## src/rtl/bthg_pkg.sv

```systemverilog
// shared types, register map and reset values for the button tap/hold gesture block
`timescale 1ns / 1ps

package bthg_pkg;

  // timestamp and register widths
  localparam int unsigned TimeW = 63;
  localparam int unsigned CfgW  = 32;
  localparam int unsigned ApbAw = 4;

  // register reset values
  localparam logic [CfgW-1:0] TapWindowRst = 32'd400000;
  localparam logic [CfgW-1:0] TapMaxRst    = 32'd250000;
  localparam logic [CfgW-1:0] HoldShortRst = 32'd1000000;
  localparam logic [CfgW-1:0] HoldLongRst  = 32'd5000000;

  // register index, taken from paddr word bits
  typedef enum logic [1:0] {
    REG_TAP_WINDOW = 2'd0,
    REG_TAP_MAX    = 2'd1,
    REG_HOLD_SHORT = 2'd2,
    REG_HOLD_LONG  = 2'd3
  } reg_idx_e;

  // reported gesture
  typedef enum logic [1:0] {
    GEST_NONE       = 2'd0,
    GEST_TRIPLE     = 2'd1,
    GEST_HOLD_SHORT = 2'd2,
    GEST_HOLD_LONG  = 2'd3
  } gesture_e;

  // thresholds handed from the register file to the detector
  typedef struct packed {
    logic [CfgW-1:0] tap_window_us;
    logic [CfgW-1:0] tap_max_us;
    logic [CfgW-1:0] hold_short_us;
    logic [CfgW-1:0] hold_long_us;
  } cfg_t;

endpackage

```

## src/rtl/bthg_apb_regs.sv

```systemverilog
// apb register file holding the four timing thresholds
`timescale 1ns / 1ps

module bthg_apb_regs import bthg_pkg::*; (
  input  logic             clk_i,
  input  logic             rst_ni,
  input  logic             psel,
  input  logic             penable,
  input  logic             pwrite,
  input  logic [ApbAw-1:0] paddr,
  input  logic [CfgW-1:0]  pwdata,
  output logic [CfgW-1:0]  prdata,
  output logic             pready,
  output cfg_t             cfg_o
);

  cfg_t     cfg_q;
  logic     wr_en;
  reg_idx_e idx;

  assign pready = 1'b1;
  assign wr_en  = psel && penable && pwrite;
  assign idx    = reg_idx_e'(paddr[3:2]);
  assign cfg_o  = cfg_q;

  // register writes
  always_ff @(posedge clk_i or negedge rst_ni) begin
    if (!rst_ni) begin
      cfg_q.tap_window_us <= TapWindowRst;
      cfg_q.tap_max_us    <= TapMaxRst;
      cfg_q.hold_short_us <= HoldShortRst;
      cfg_q.hold_long_us  <= HoldLongRst;
    end else if (wr_en) begin
      case (idx)
        REG_TAP_WINDOW: cfg_q.tap_window_us <= pwdata;
        REG_TAP_MAX:    cfg_q.tap_max_us    <= pwdata;
        REG_HOLD_SHORT: cfg_q.hold_short_us <= pwdata;
        REG_HOLD_LONG:  cfg_q.hold_long_us  <= pwdata;
        default: ;
      endcase
    end
  end

  // read mux
  always_comb begin
    case (idx)
      REG_TAP_WINDOW: prdata = cfg_q.tap_window_us;
      REG_TAP_MAX:    prdata = cfg_q.tap_max_us;
      REG_HOLD_SHORT: prdata = cfg_q.hold_short_us;
      REG_HOLD_LONG:  prdata = cfg_q.hold_long_us;
      default:        prdata = '0;
    endcase
  end

endmodule

```

## src/rtl/bthg_fsm.sv

```systemverilog
// press/tap/hold phase machine with its timestamps and the registered gesture code
`timescale 1ns / 1ps

module bthg_fsm import bthg_pkg::*; (
  input  logic             clk_i,
  input  logic             rst_ni,
  input  logic             step_i,
  input  logic             level_i,
  input  logic [TimeW-1:0] time_i,
  input  cfg_t             cfg_i,
  output logic [1:0]       gesture_code_o
);

  typedef enum logic [2:0] {
    PH_IDLE       = 3'd0,
    PH_PRESSED    = 3'd1,
    PH_COUNTING   = 3'd2,
    PH_HOLD_SHORT = 3'd3,
    PH_HOLD_LONG  = 3'd4
  } phase_e;

  phase_e           phase_q, phase_d, phase_eff;
  logic [TimeW-1:0] press_q, press_d;
  logic [TimeW-1:0] tap_q, tap_d;
  logic [1:0]       taps_q, taps_d, taps_eff, taps_inc;
  gesture_e         code_q, code_d;

  logic             pressed;
  logic [TimeW:0]   d_press, d_tap;
  logic             win_expired, is_tap, past_short, past_long;

  assign pressed = !level_i;

  // signed differences; both operands stay below 2^63, so bit 63 is the sign
  assign d_press = {1'b0, time_i} - {1'b0, press_q};
  assign d_tap   = {1'b0, time_i} - {1'b0, tap_q};

  // threshold compares on the differences
  assign win_expired = !d_tap[TimeW] &&
                       ((|d_tap[TimeW-1:CfgW]) || (d_tap[CfgW-1:0] >= cfg_i.tap_window_us));
  assign is_tap      = d_press[TimeW] ||
                       (!(|d_press[TimeW-1:CfgW]) && (d_press[CfgW-1:0] <= cfg_i.tap_max_us));
  assign past_short  = !d_press[TimeW] &&
                       ((|d_press[TimeW-1:CfgW]) || (d_press[CfgW-1:0] >= cfg_i.hold_short_us));
  assign past_long   = !d_press[TimeW] &&
                       ((|d_press[TimeW-1:CfgW]) || (d_press[CfgW-1:0] >= cfg_i.hold_long_us));

  assign taps_inc = taps_eff + 2'd1;

  // next phase and gesture for one sample
  always_comb begin
    phase_eff = phase_q;
    taps_eff  = taps_q;
    if (phase_q == PH_COUNTING && win_expired) begin
      phase_eff = PH_IDLE;
      taps_eff  = 2'd0;
    end
    phase_d = phase_eff;
    taps_d  = taps_eff;
    press_d = press_q;
    tap_d   = tap_q;
    code_d  = GEST_NONE;
    case (phase_eff)
      PH_IDLE, PH_COUNTING: begin
        if (pressed) begin
          phase_d = PH_PRESSED;
          press_d = time_i;
        end
      end
      PH_PRESSED: begin
        if (!pressed) begin
          if (is_tap) begin
            tap_d = time_i;
            if (taps_inc == 2'd3) begin
              phase_d = PH_IDLE;
              taps_d  = 2'd0;
              code_d  = GEST_TRIPLE;
            end else begin
              phase_d = PH_COUNTING;
              taps_d  = taps_inc;
            end
          end else begin
            phase_d = PH_IDLE;
            taps_d  = 2'd0;
          end
        end else if (past_short) begin
          phase_d = PH_HOLD_SHORT;
        end
      end
      // a hold release keeps the tap count
      PH_HOLD_SHORT: begin
        if (!pressed) begin
          phase_d = PH_IDLE;
          code_d  = GEST_HOLD_SHORT;
        end else if (past_long) begin
          phase_d = PH_HOLD_LONG;
        end
      end
      PH_HOLD_LONG: begin
        if (!pressed) begin
          phase_d = PH_IDLE;
          code_d  = GEST_HOLD_LONG;
        end
      end
      default: ;
    endcase
  end

  // state and result register
  always_ff @(posedge clk_i or negedge rst_ni) begin
    if (!rst_ni) begin
      phase_q <= PH_IDLE;
      press_q <= '0;
      tap_q   <= '0;
      taps_q  <= 2'd0;
      code_q  <= GEST_NONE;
    end else if (step_i) begin
      phase_q <= phase_d;
      press_q <= press_d;
      tap_q   <= tap_d;
      taps_q  <= taps_d;
      code_q  <= code_d;
    end
  end

  assign gesture_code_o = code_q;

endmodule

```

## src/rtl/button_tap_hold_gesture_core.sv

```systemverilog
// top level: input register, gesture detector, result register and apb registers
`timescale 1ns / 1ps

//  channel | signals                                   | direction
//  --------+-------------------------------------------+----------
//  in      | in_valid_i, in_stall_o, button_level_i,   | sink
//          | time_us_i                                 |
//  out     | out_valid_o, out_stall_i, gesture_code_o  | source
//  cfg     | psel, penable, pwrite, paddr, pwdata,     | apb slave
//          | prdata, pready                            |
//
// one item per cycle unless stalled; an item passes the input, then the result register
// the detector state updates in the cycle an item moves from the input to the result register
// rst_ni clears phase, timestamps, tap count and all valid flags, thresholds go to defaults
// a stalled result holds the input register; in_stall_o rises only while both are full

module button_tap_hold_gesture_core import bthg_pkg::*; (
  input  logic             clk_i,
  input  logic             rst_ni,
  input  logic             in_valid_i,
  output logic             in_stall_o,
  input  logic             button_level_i,
  input  logic [TimeW-1:0] time_us_i,
  output logic             out_valid_o,
  input  logic             out_stall_i,
  output logic [1:0]       gesture_code_o,
  input  logic             psel,
  input  logic             penable,
  input  logic             pwrite,
  input  logic [ApbAw-1:0] paddr,
  input  logic [CfgW-1:0]  pwdata,
  output logic [CfgW-1:0]  prdata,
  output logic             pready
);

  cfg_t             cfg;
  logic             s1_valid_q;
  logic             s1_level_q;
  logic [TimeW-1:0] s1_time_q;
  logic             out_valid_q;
  logic             out_free, step, in_fire;

  // handshake
  assign out_free   = !out_valid_q || !out_stall_i;
  assign in_stall_o = s1_valid_q && !out_free;
  assign in_fire    = in_valid_i && !in_stall_o;
  assign step       = s1_valid_q && out_free;

  // input register
  always_ff @(posedge clk_i or negedge rst_ni) begin
    if (!rst_ni) begin
      s1_valid_q <= 1'b0;
    end else if (!in_stall_o) begin
      s1_valid_q <= in_valid_i;
    end
  end

  always_ff @(posedge clk_i) begin
    if (in_fire) begin
      s1_level_q <= button_level_i;
      s1_time_q  <= time_us_i;
    end
  end

  // result valid
  always_ff @(posedge clk_i or negedge rst_ni) begin
    if (!rst_ni) begin
      out_valid_q <= 1'b0;
    end else if (out_free) begin
      out_valid_q <= s1_valid_q;
    end
  end

  assign out_valid_o = out_valid_q;

  bthg_apb_regs u_regs (
    .clk_i   (clk_i),
    .rst_ni  (rst_ni),
    .psel    (psel),
    .penable (penable),
    .pwrite  (pwrite),
    .paddr   (paddr),
    .pwdata  (pwdata),
    .prdata  (prdata),
    .pready  (pready),
    .cfg_o   (cfg)
  );

  bthg_fsm u_fsm (
    .clk_i          (clk_i),
    .rst_ni         (rst_ni),
    .step_i         (step),
    .level_i        (s1_level_q),
    .time_i         (s1_time_q),
    .cfg_i          (cfg),
    .gesture_code_o (gesture_code_o)
  );

  // an item that leaves the input register shows up as a result next cycle
  a_step_gives_result: assert property (@(posedge clk_i) disable iff (!rst_ni)
    step |=> out_valid_q)
    else $error("item left input register without a result");

  // a taken result with nothing behind it empties the output
  a_drain: assert property (@(posedge clk_i) disable iff (!rst_ni)
    (out_valid_q && !out_stall_i && !s1_valid_q) |=> !out_valid_q)
    else $error("result repeated after being taken");

  // input never stalls while the output side can take an item
  a_no_false_stall: assert property (@(posedge clk_i) disable iff (!rst_ni)
    (out_valid_q && !out_stall_i) |-> !in_stall_o)
    else $error("input stalled while output drains");

endmodule

```

## config.mk

```make
export PLATFORM = sky130hd
export DESIGN_NAME = button_tap_hold_gesture_core
export DESIGN_NICKNAME = d
export VERILOG_FILES = /design/src/rtl/bthg_pkg.sv /design/src/rtl/bthg_apb_regs.sv /design/src/rtl/bthg_fsm.sv /design/src/rtl/button_tap_hold_gesture_core.sv
export SDC_FILE = /design/constraint.sdc
export NUM_CORES = 1
export LEC_CHECK = 0
export BUFFER_PORTS_ARGS = -buffer_cell sky130_fd_sc_hd__buf_4
export CAP_MARGIN = 20
export CORE_UTILIZATION = 50
export DETAILED_ROUTE_END_ITERATION = 7
export PLACE_DENSITY_LB_ADDON = 0.25
export SLEW_MARGIN = 15
export SYNTH_ARGS = -nofsm -noshare
export SYNTH_HDL_FRONTEND = slang
export SYNTH_SLANG_ARGS = --single-unit
```

## constraint.sdc

```tcl
create_clock -name clk_i -period 8.3 [get_ports clk_i]
set_input_delay 1.66 -clock clk_i [delete_from_list [all_inputs] [get_ports clk_i]]
set_output_delay 1.66 -clock clk_i [all_outputs]
set_load 0.05 [all_outputs]
```

* Word level (Yosys, flattened, before mapping)
Index checks and enable logic that the tools add are counted.
** Operators by class
- Equality and inequality tests :: 9
- Magnitude comparators :: 4
- Reductions and logical operators :: 33
- Mux-type cells :: 22
- $add $sub $neg :: 3
- Bitwise logic cells :: 1
** Operators by type and width (number)
- $pmux W32 S4 :: 1
- $sub A63 B63 Y64 :: 2
- $ge A32 B32 Y1 :: 3
- $reduce_or A31 Y1 :: 2
- $le A32 B32 Y1 :: 1
- $mux W2 :: 11
- $mux W3 :: 7
- $pmux W3 S4 :: 1
- $logic_and A1 B1 Y1 :: 10
- $eq A3 B2 Y1 const B :: 3
- $reduce_and A2 Y1 :: 4
- $logic_not A1 Y1 :: 7
- $eq A2 B2 Y1 const B :: 3
- $pmux W2 S3 :: 1
- $logic_or A1 B1 Y1 :: 5
- $reduce_and A4 Y1 :: 1
- $eq A3 B1 Y1 const B :: 1
- $eq A3 B3 Y1 const B :: 1
- $logic_not A3 Y1 :: 1
- $reduce_and A3 Y1 :: 1
- $add A2 B1 Y2 const B :: 1
- $eq A2 B1 Y1 const B :: 1
- $logic_not A2 Y1 :: 1
- $reduce_or A2 Y1 :: 1
- other kinds (2) :: 2
** Storage, ports and cells
- Logic and storage cells :: 85
- Bits in registers :: 327
- Bits of input ports :: 107
- Output and inout bits :: 37

* Longest topological paths before layout
- Depth in word-level cells :: 12
- Depth in mapped cells :: 29
- Depth with buffers taken out :: 28

* Modules after synthesis
Synthesis repeated with hierarchy kept, for this count alone.
** Second synthesis, totals
- Cells, all modules :: 2724
- Area, all modules :: 25059.0 µm²
** By module, submodules not included
- bthg_fsm :: instances 1, sequential area each 3328.2 µm², area each 17350.4 µm², cells each 2333
- bthg_apb_regs :: instances 1, sequential area each 3238.1 µm², area each 5694.2 µm², cells each 319
- button_tap_hold_gesture_core :: instances 1, sequential area each 1971.9 µm², area each 2014.4 µm², cells each 72

* Worst setup path after synthesis
Ideal clock, no wire load.
- Path kind :: reg2reg
- Start point :: register s1_time_q[6]
- End point :: register u_fsm.tap_q[35]
- Required time :: 8172 ps
- Cell stages (with the launch flop) :: 28
- Path slack :: 3063 ps
- Library setup time :: 128 ps
- Data arrival time :: 5110 ps
- Buffers on the path :: 3
- Clock period less this slack :: 5237 ps
- Path through :: edfxtp_1 > ha_1 > clkbuf_1 > o211ai_1 > nor3_1 > o21ai_0 > o21ai_0 > a21o_1 > a21oi_1 > o21ai_0 > a21o_1 > a21oi_1 > o211ai_1 > nand2_1 > xnor2_1 > ha_1 > a21o_1 > a21o_1 > a21oi_1 > o21ai_0 > a21o_1 > a211oi_1 > a21oi_1 > o21a_1 > nor3_4 > buf_6 > buf_12 > mux2_1
** Between the ends
- Longest elaborated chain between the ends :: 8
- Elaborated cells between the ends (all ways) :: 16
- Classes of those cells :: 2 x add/sub; 2 x order compare; 1 x eq/ne; 1 x mux; 10 x reduce/logical
** Ends and longest elaborated chain
- start: declaration :: RTL line button_tap_hold_gesture_core.sv:39 : logic [TimeW-1:0] s1_time_q;
- start signal: assignment :: RTL line button_tap_hold_gesture_core.sv:61 : s1_time_q <= time_us_i;
- $sub A63 B63 Y64 :: RTL line bthg_fsm.sv:36 : assign d_tap = {1'b0, time_i} - {1'b0, tap_q};
- $ge A32 B32 Y1 / $reduce_or A31 Y1 (equally long branches) :: RTL line bthg_fsm.sv:40 : ((|d_tap[TimeW-1:CfgW]) || (d_tap[CfgW-1:0] >= cfg_i.tap_window_us));
- $logic_or A1 B1 Y1 :: RTL line bthg_fsm.sv:40
- $logic_and A1 B1 Y1 :: RTL line bthg_fsm.sv:39 : assign win_expired = !d_tap[TimeW] &&
- $logic_and A1 B1 Y1 :: RTL line bthg_fsm.sv:54 : if (phase_q == PH_COUNTING && win_expired) begin
- $mux W3 :: RTL line bthg_fsm.sv:54
- $eq A3 B1 Y1 :: RTL line bthg_fsm.sv:63 : case (phase_eff)
- $reduce_and A4 Y1 (no line) (*)
- end signal: assignment :: RTL line bthg_fsm.sv:120 : tap_q <= tap_d;
- end: declaration :: RTL line bthg_fsm.sv:24 : logic [TimeW-1:0] tap_q, tap_d;
Every way passes the cells marked *; elsewhere a longest branch is shown, timed or not.
A chain may end at the register's enable or synchronous reset.

* Final worst setup path
- Start point :: register s1_time_q[3]
- End point :: register u_fsm.tap_q[3]
** Between the ends
- Longest elaborated chain between the ends :: 8
- Elaborated cells between the ends (all ways) :: 16
- Classes of those cells :: 2 x add/sub; 2 x order compare; 1 x eq/ne; 1 x mux; 10 x reduce/logical
** Ends and longest elaborated chain (RTL line)
- $sub A63 B63 Y64 :: bthg_fsm.sv:36
- $ge A32 B32 Y1 / $reduce_or A31 Y1 (equally long branches) :: bthg_fsm.sv:40
- $logic_or A1 B1 Y1 :: bthg_fsm.sv:40
- $logic_and A1 B1 Y1 :: bthg_fsm.sv:39
- $logic_and A1 B1 Y1 :: bthg_fsm.sv:54
- $mux W3 :: bthg_fsm.sv:54
- $eq A3 B1 Y1 :: bthg_fsm.sv:63
- $reduce_and A4 Y1 (no line)
Several ways; a longest one is shown, not always the timed one.

==> metrics.yaml <==
p_sw_mw: 5.47
cp.arrival_ps: 7130
die_h_um: 223
track_usage: 0.289
vias: 20600
drtAntennaViolNets: 0
htreeDepth: 2
rsz0062_at_grt: "false"
drc_errors: 0
fin_total_pwr_mw: 11.5
synthArstFlopShare: 0.804
num_rows: 80
grt_pass1_wl_mm: 112
critPathMaxFanout: 66
fin_nets: 3132
cts-root-buf: "clkbuf_16"
r2r-end: "u_fsm.tap_q[3]"
vdd_drop_max_mv: 0.209
stdcell_count: 3414
p_seq_frac: 0.211
clock_latency_ps: 580
dpl.hpwl_mm: 56.8
syn_area_mm2: 0.0245
r2r_slack_ps: 1630
internal_power_mw: 5.98
critPathRequiredTime_ps: 8760
syn_nets: 3055
yosysWarnings: 0
synthTopCellsByArea: "dfrtp_1, ha_1, edfxtp_1"
syn_to_final_growth_pct: 11.0
fin_setup_tns_ps: 0
slew_headroom: 0.316
netSwitchingFraction: 0.478
tightest_slew_ps: 1030
min-delay-start: "u_fsm.gesture_code_o[1]"
synth_common_cells: "inv_1, nand2_1, ha_1"
netlist_instances: 2692
max_freq_ghz: 0.150
yosysSeqAreaShare: 0.349
cts_buffer_depth: 3
slew_violations: 0
power_frac_clock: 0.150
wl_per_cell_um: 21.1
place.gp.congestion: 0.976
holdCritPathClass: "register to register"
outcome: "finished clean"
ys_seq_elements: 327
maxCapViolations: 0
yosysTopAreaCell: "dfrtp_1"
leakagePower_nw: 12.1
fin_crit_ps: 6670
via_per_inst: 6.03
die_area_mm2: 0.0499
reg2reg_from: "s1_time_q[3]"
synth-edff-count: 64
power_density_mw_per_mm2: 421
fin_skew_ps: 29.9
syn_avg_cell_area_um2: 9.10
numCtsBuffers: 39
grt_overflow: 0
core_area_mm2: 0.0480
io_pins: 144
drt-initial-drc-count: 1736
cts_tree: "done"
ys.flop_type: "dfrtp_1"
cp-end-kind: "register"
dp_cells: 3343
synth_most_common_cell: "inv_1"
holdPathStages: 2
io_buffers: 140
cts_post_setup_buffers_inserted: 0
grt_max_degree: 123
critPathKind: "register to register"
clock-sinks: 327
diodes: 0
yosysTopAreaCellShare: 0.240
grt_pass1_vias: 20000
cts_hold_buf: 0
drive_gt1_frac: 0.156
hold_viol_final: 0
whs_endpoint: "u_fsm.gesture_code_o[1]"
combPwrFrac: 0.639
first_pass_iters: 5
finalCritPeriodShare: 0.804
antenna_found_initial: 0
start_util: 0.510
path_clk_slew_ps: 60
ff2ff_path_depth: 25
finalSetupViolCount: 0
cts_resized: 0
die_x_um: 223
start_kind: "register"
synthDistinctLibCells: 87
wl_mm: 72.0
## logic make-up after synthesis
kind of cell,share of synthesized area
buf+inv,0.0675
other cells,0.000153
mux,0.0980
flops,0.349
simple gates,0.134
compound gates,0.188
fa+ha+maj,0.131
xor+xnor,0.0318
## worst max path at each step
stage	depth (start not counted)	slack [ps]	startpoint	to
6_report	25	1630	s1_time_q[3]	u_fsm.tap_q[3]
5_1_grt	25	1190	s1_time_q[4]	u_fsm.tap_q[6]
4_1_cts	23	1610	s1_time_q[3]	u_fsm.tap_q[22]
3_5_place_dp	23	1670	s1_time_q[3]	u_fsm.tap_q[2]
3_3_place_gp	27	1590	s1_time_q[8]	u_fsm.phase_q[1]
2_1_floorplan	27	3060	s1_time_q[6]	u_fsm.tap_q[35]
## layout by cell type (no fill, tap or decap), drive strengths merged, types with 9 or more instances in the layout
cell,Yosys,layout
inv,296,296
nand2,279,279
ha,254,254
o21ai,254,254
dfrtp,235,235
a21oi,207,207
buf,30,151
mux2,132,132
nor2,116,116
nand4,86,86
edfxtp,64,64
a21o,62,62
xnor2,58,58
clkbuf,85,48
nand3,47,47
nor3,43,43
o21a,32,32
mux4,32,32
xor2,31,31
dfstp,28,28
o21bai,26,26
nand2b,24,24
a31oi,24,24
nor2b,23,23
o211ai,21,21
a211oi,16,16
clkinv,0,16
nor4,14,14
or2,12,12
a2111oi,11,11
and2,10,10
a221oi,10,10
o31ai,9,9
or3,9,9
## worst max-delay path, cell delays in order, from the launching register on
cell	delay, ps
edfxtp_1	480
ha_1	460
o211ai_1	120
a21oi_1	300
o21ai_0	180
o21ai_0	410
a21o_1	190
a21oi_1	90
o21ai_0	280
a21o_1	160
a21oi_1	90
o211ai_1	190
nand2_1	90
xnor2_1	630
ha_1	380
a21o_1	180
a21o_1	170
a21oi_1	140
o21ai_0	100
a21o_1	190
a211oi_1	220
a21oi_1	150
o21a_1	270
nor3_4	210
buf_12	340
mux2_2	400
## power groups by stage
stage | sequential, mW | combinational, mW | clock, mW
floorplan | 2.35 | 5.19 | 0
global placement | 2.41 | 7.00 | 0
detailed placement | 2.44 | 7.14 | 0
CTS | 2.41 | 7.19 | 1.76
global route | 2.48 | 8.04 | 1.82
finish | 2.42 | 7.32 | 1.72
## registers in the layout (all words and copies together), names as in the netlist
register,flops
u_regs.cfg_o,128
s1_time_q,63
u_fsm.press_q,63
u_fsm.tap_q,63
u_fsm.phase_q,3
u_fsm.gesture_code_o,2
u_fsm.taps_q,2
out_valid_o,1
s1_level_q,1
s1_valid_q,1
## cell type report
class,instances,area [µm²]
clock buffer,48,1040
clock inverter,23,243
fill,4321,20900
inverter,296,1110
multi-input combinational,1954,14300
sequential,327,8540
tap,615,769
timing repair buffer,151,1170
## per-layer routing
layer	track usage	part of all wire
met5	0	0
met4	0.0747	0.023
met3	0.0408	0.063
met2	0.431	0.43
met1	0.439	0.49
## through the flow
step            util  cell area (µm²)  setup slack (ps)  hold slack (ps)
6_report       0.566            27200              1630              484
5_1_grt        0.566            27200              1190              500
4_1_cts        0.566            27200              1610              490
3_5_place_dp   0.539            25900              1670              478
3_3_place_gp   0.539            25900              1590              467
2_1_floorplan      -            24500              3060              457
No activity file was read; power rests on OpenSTA's default activity.
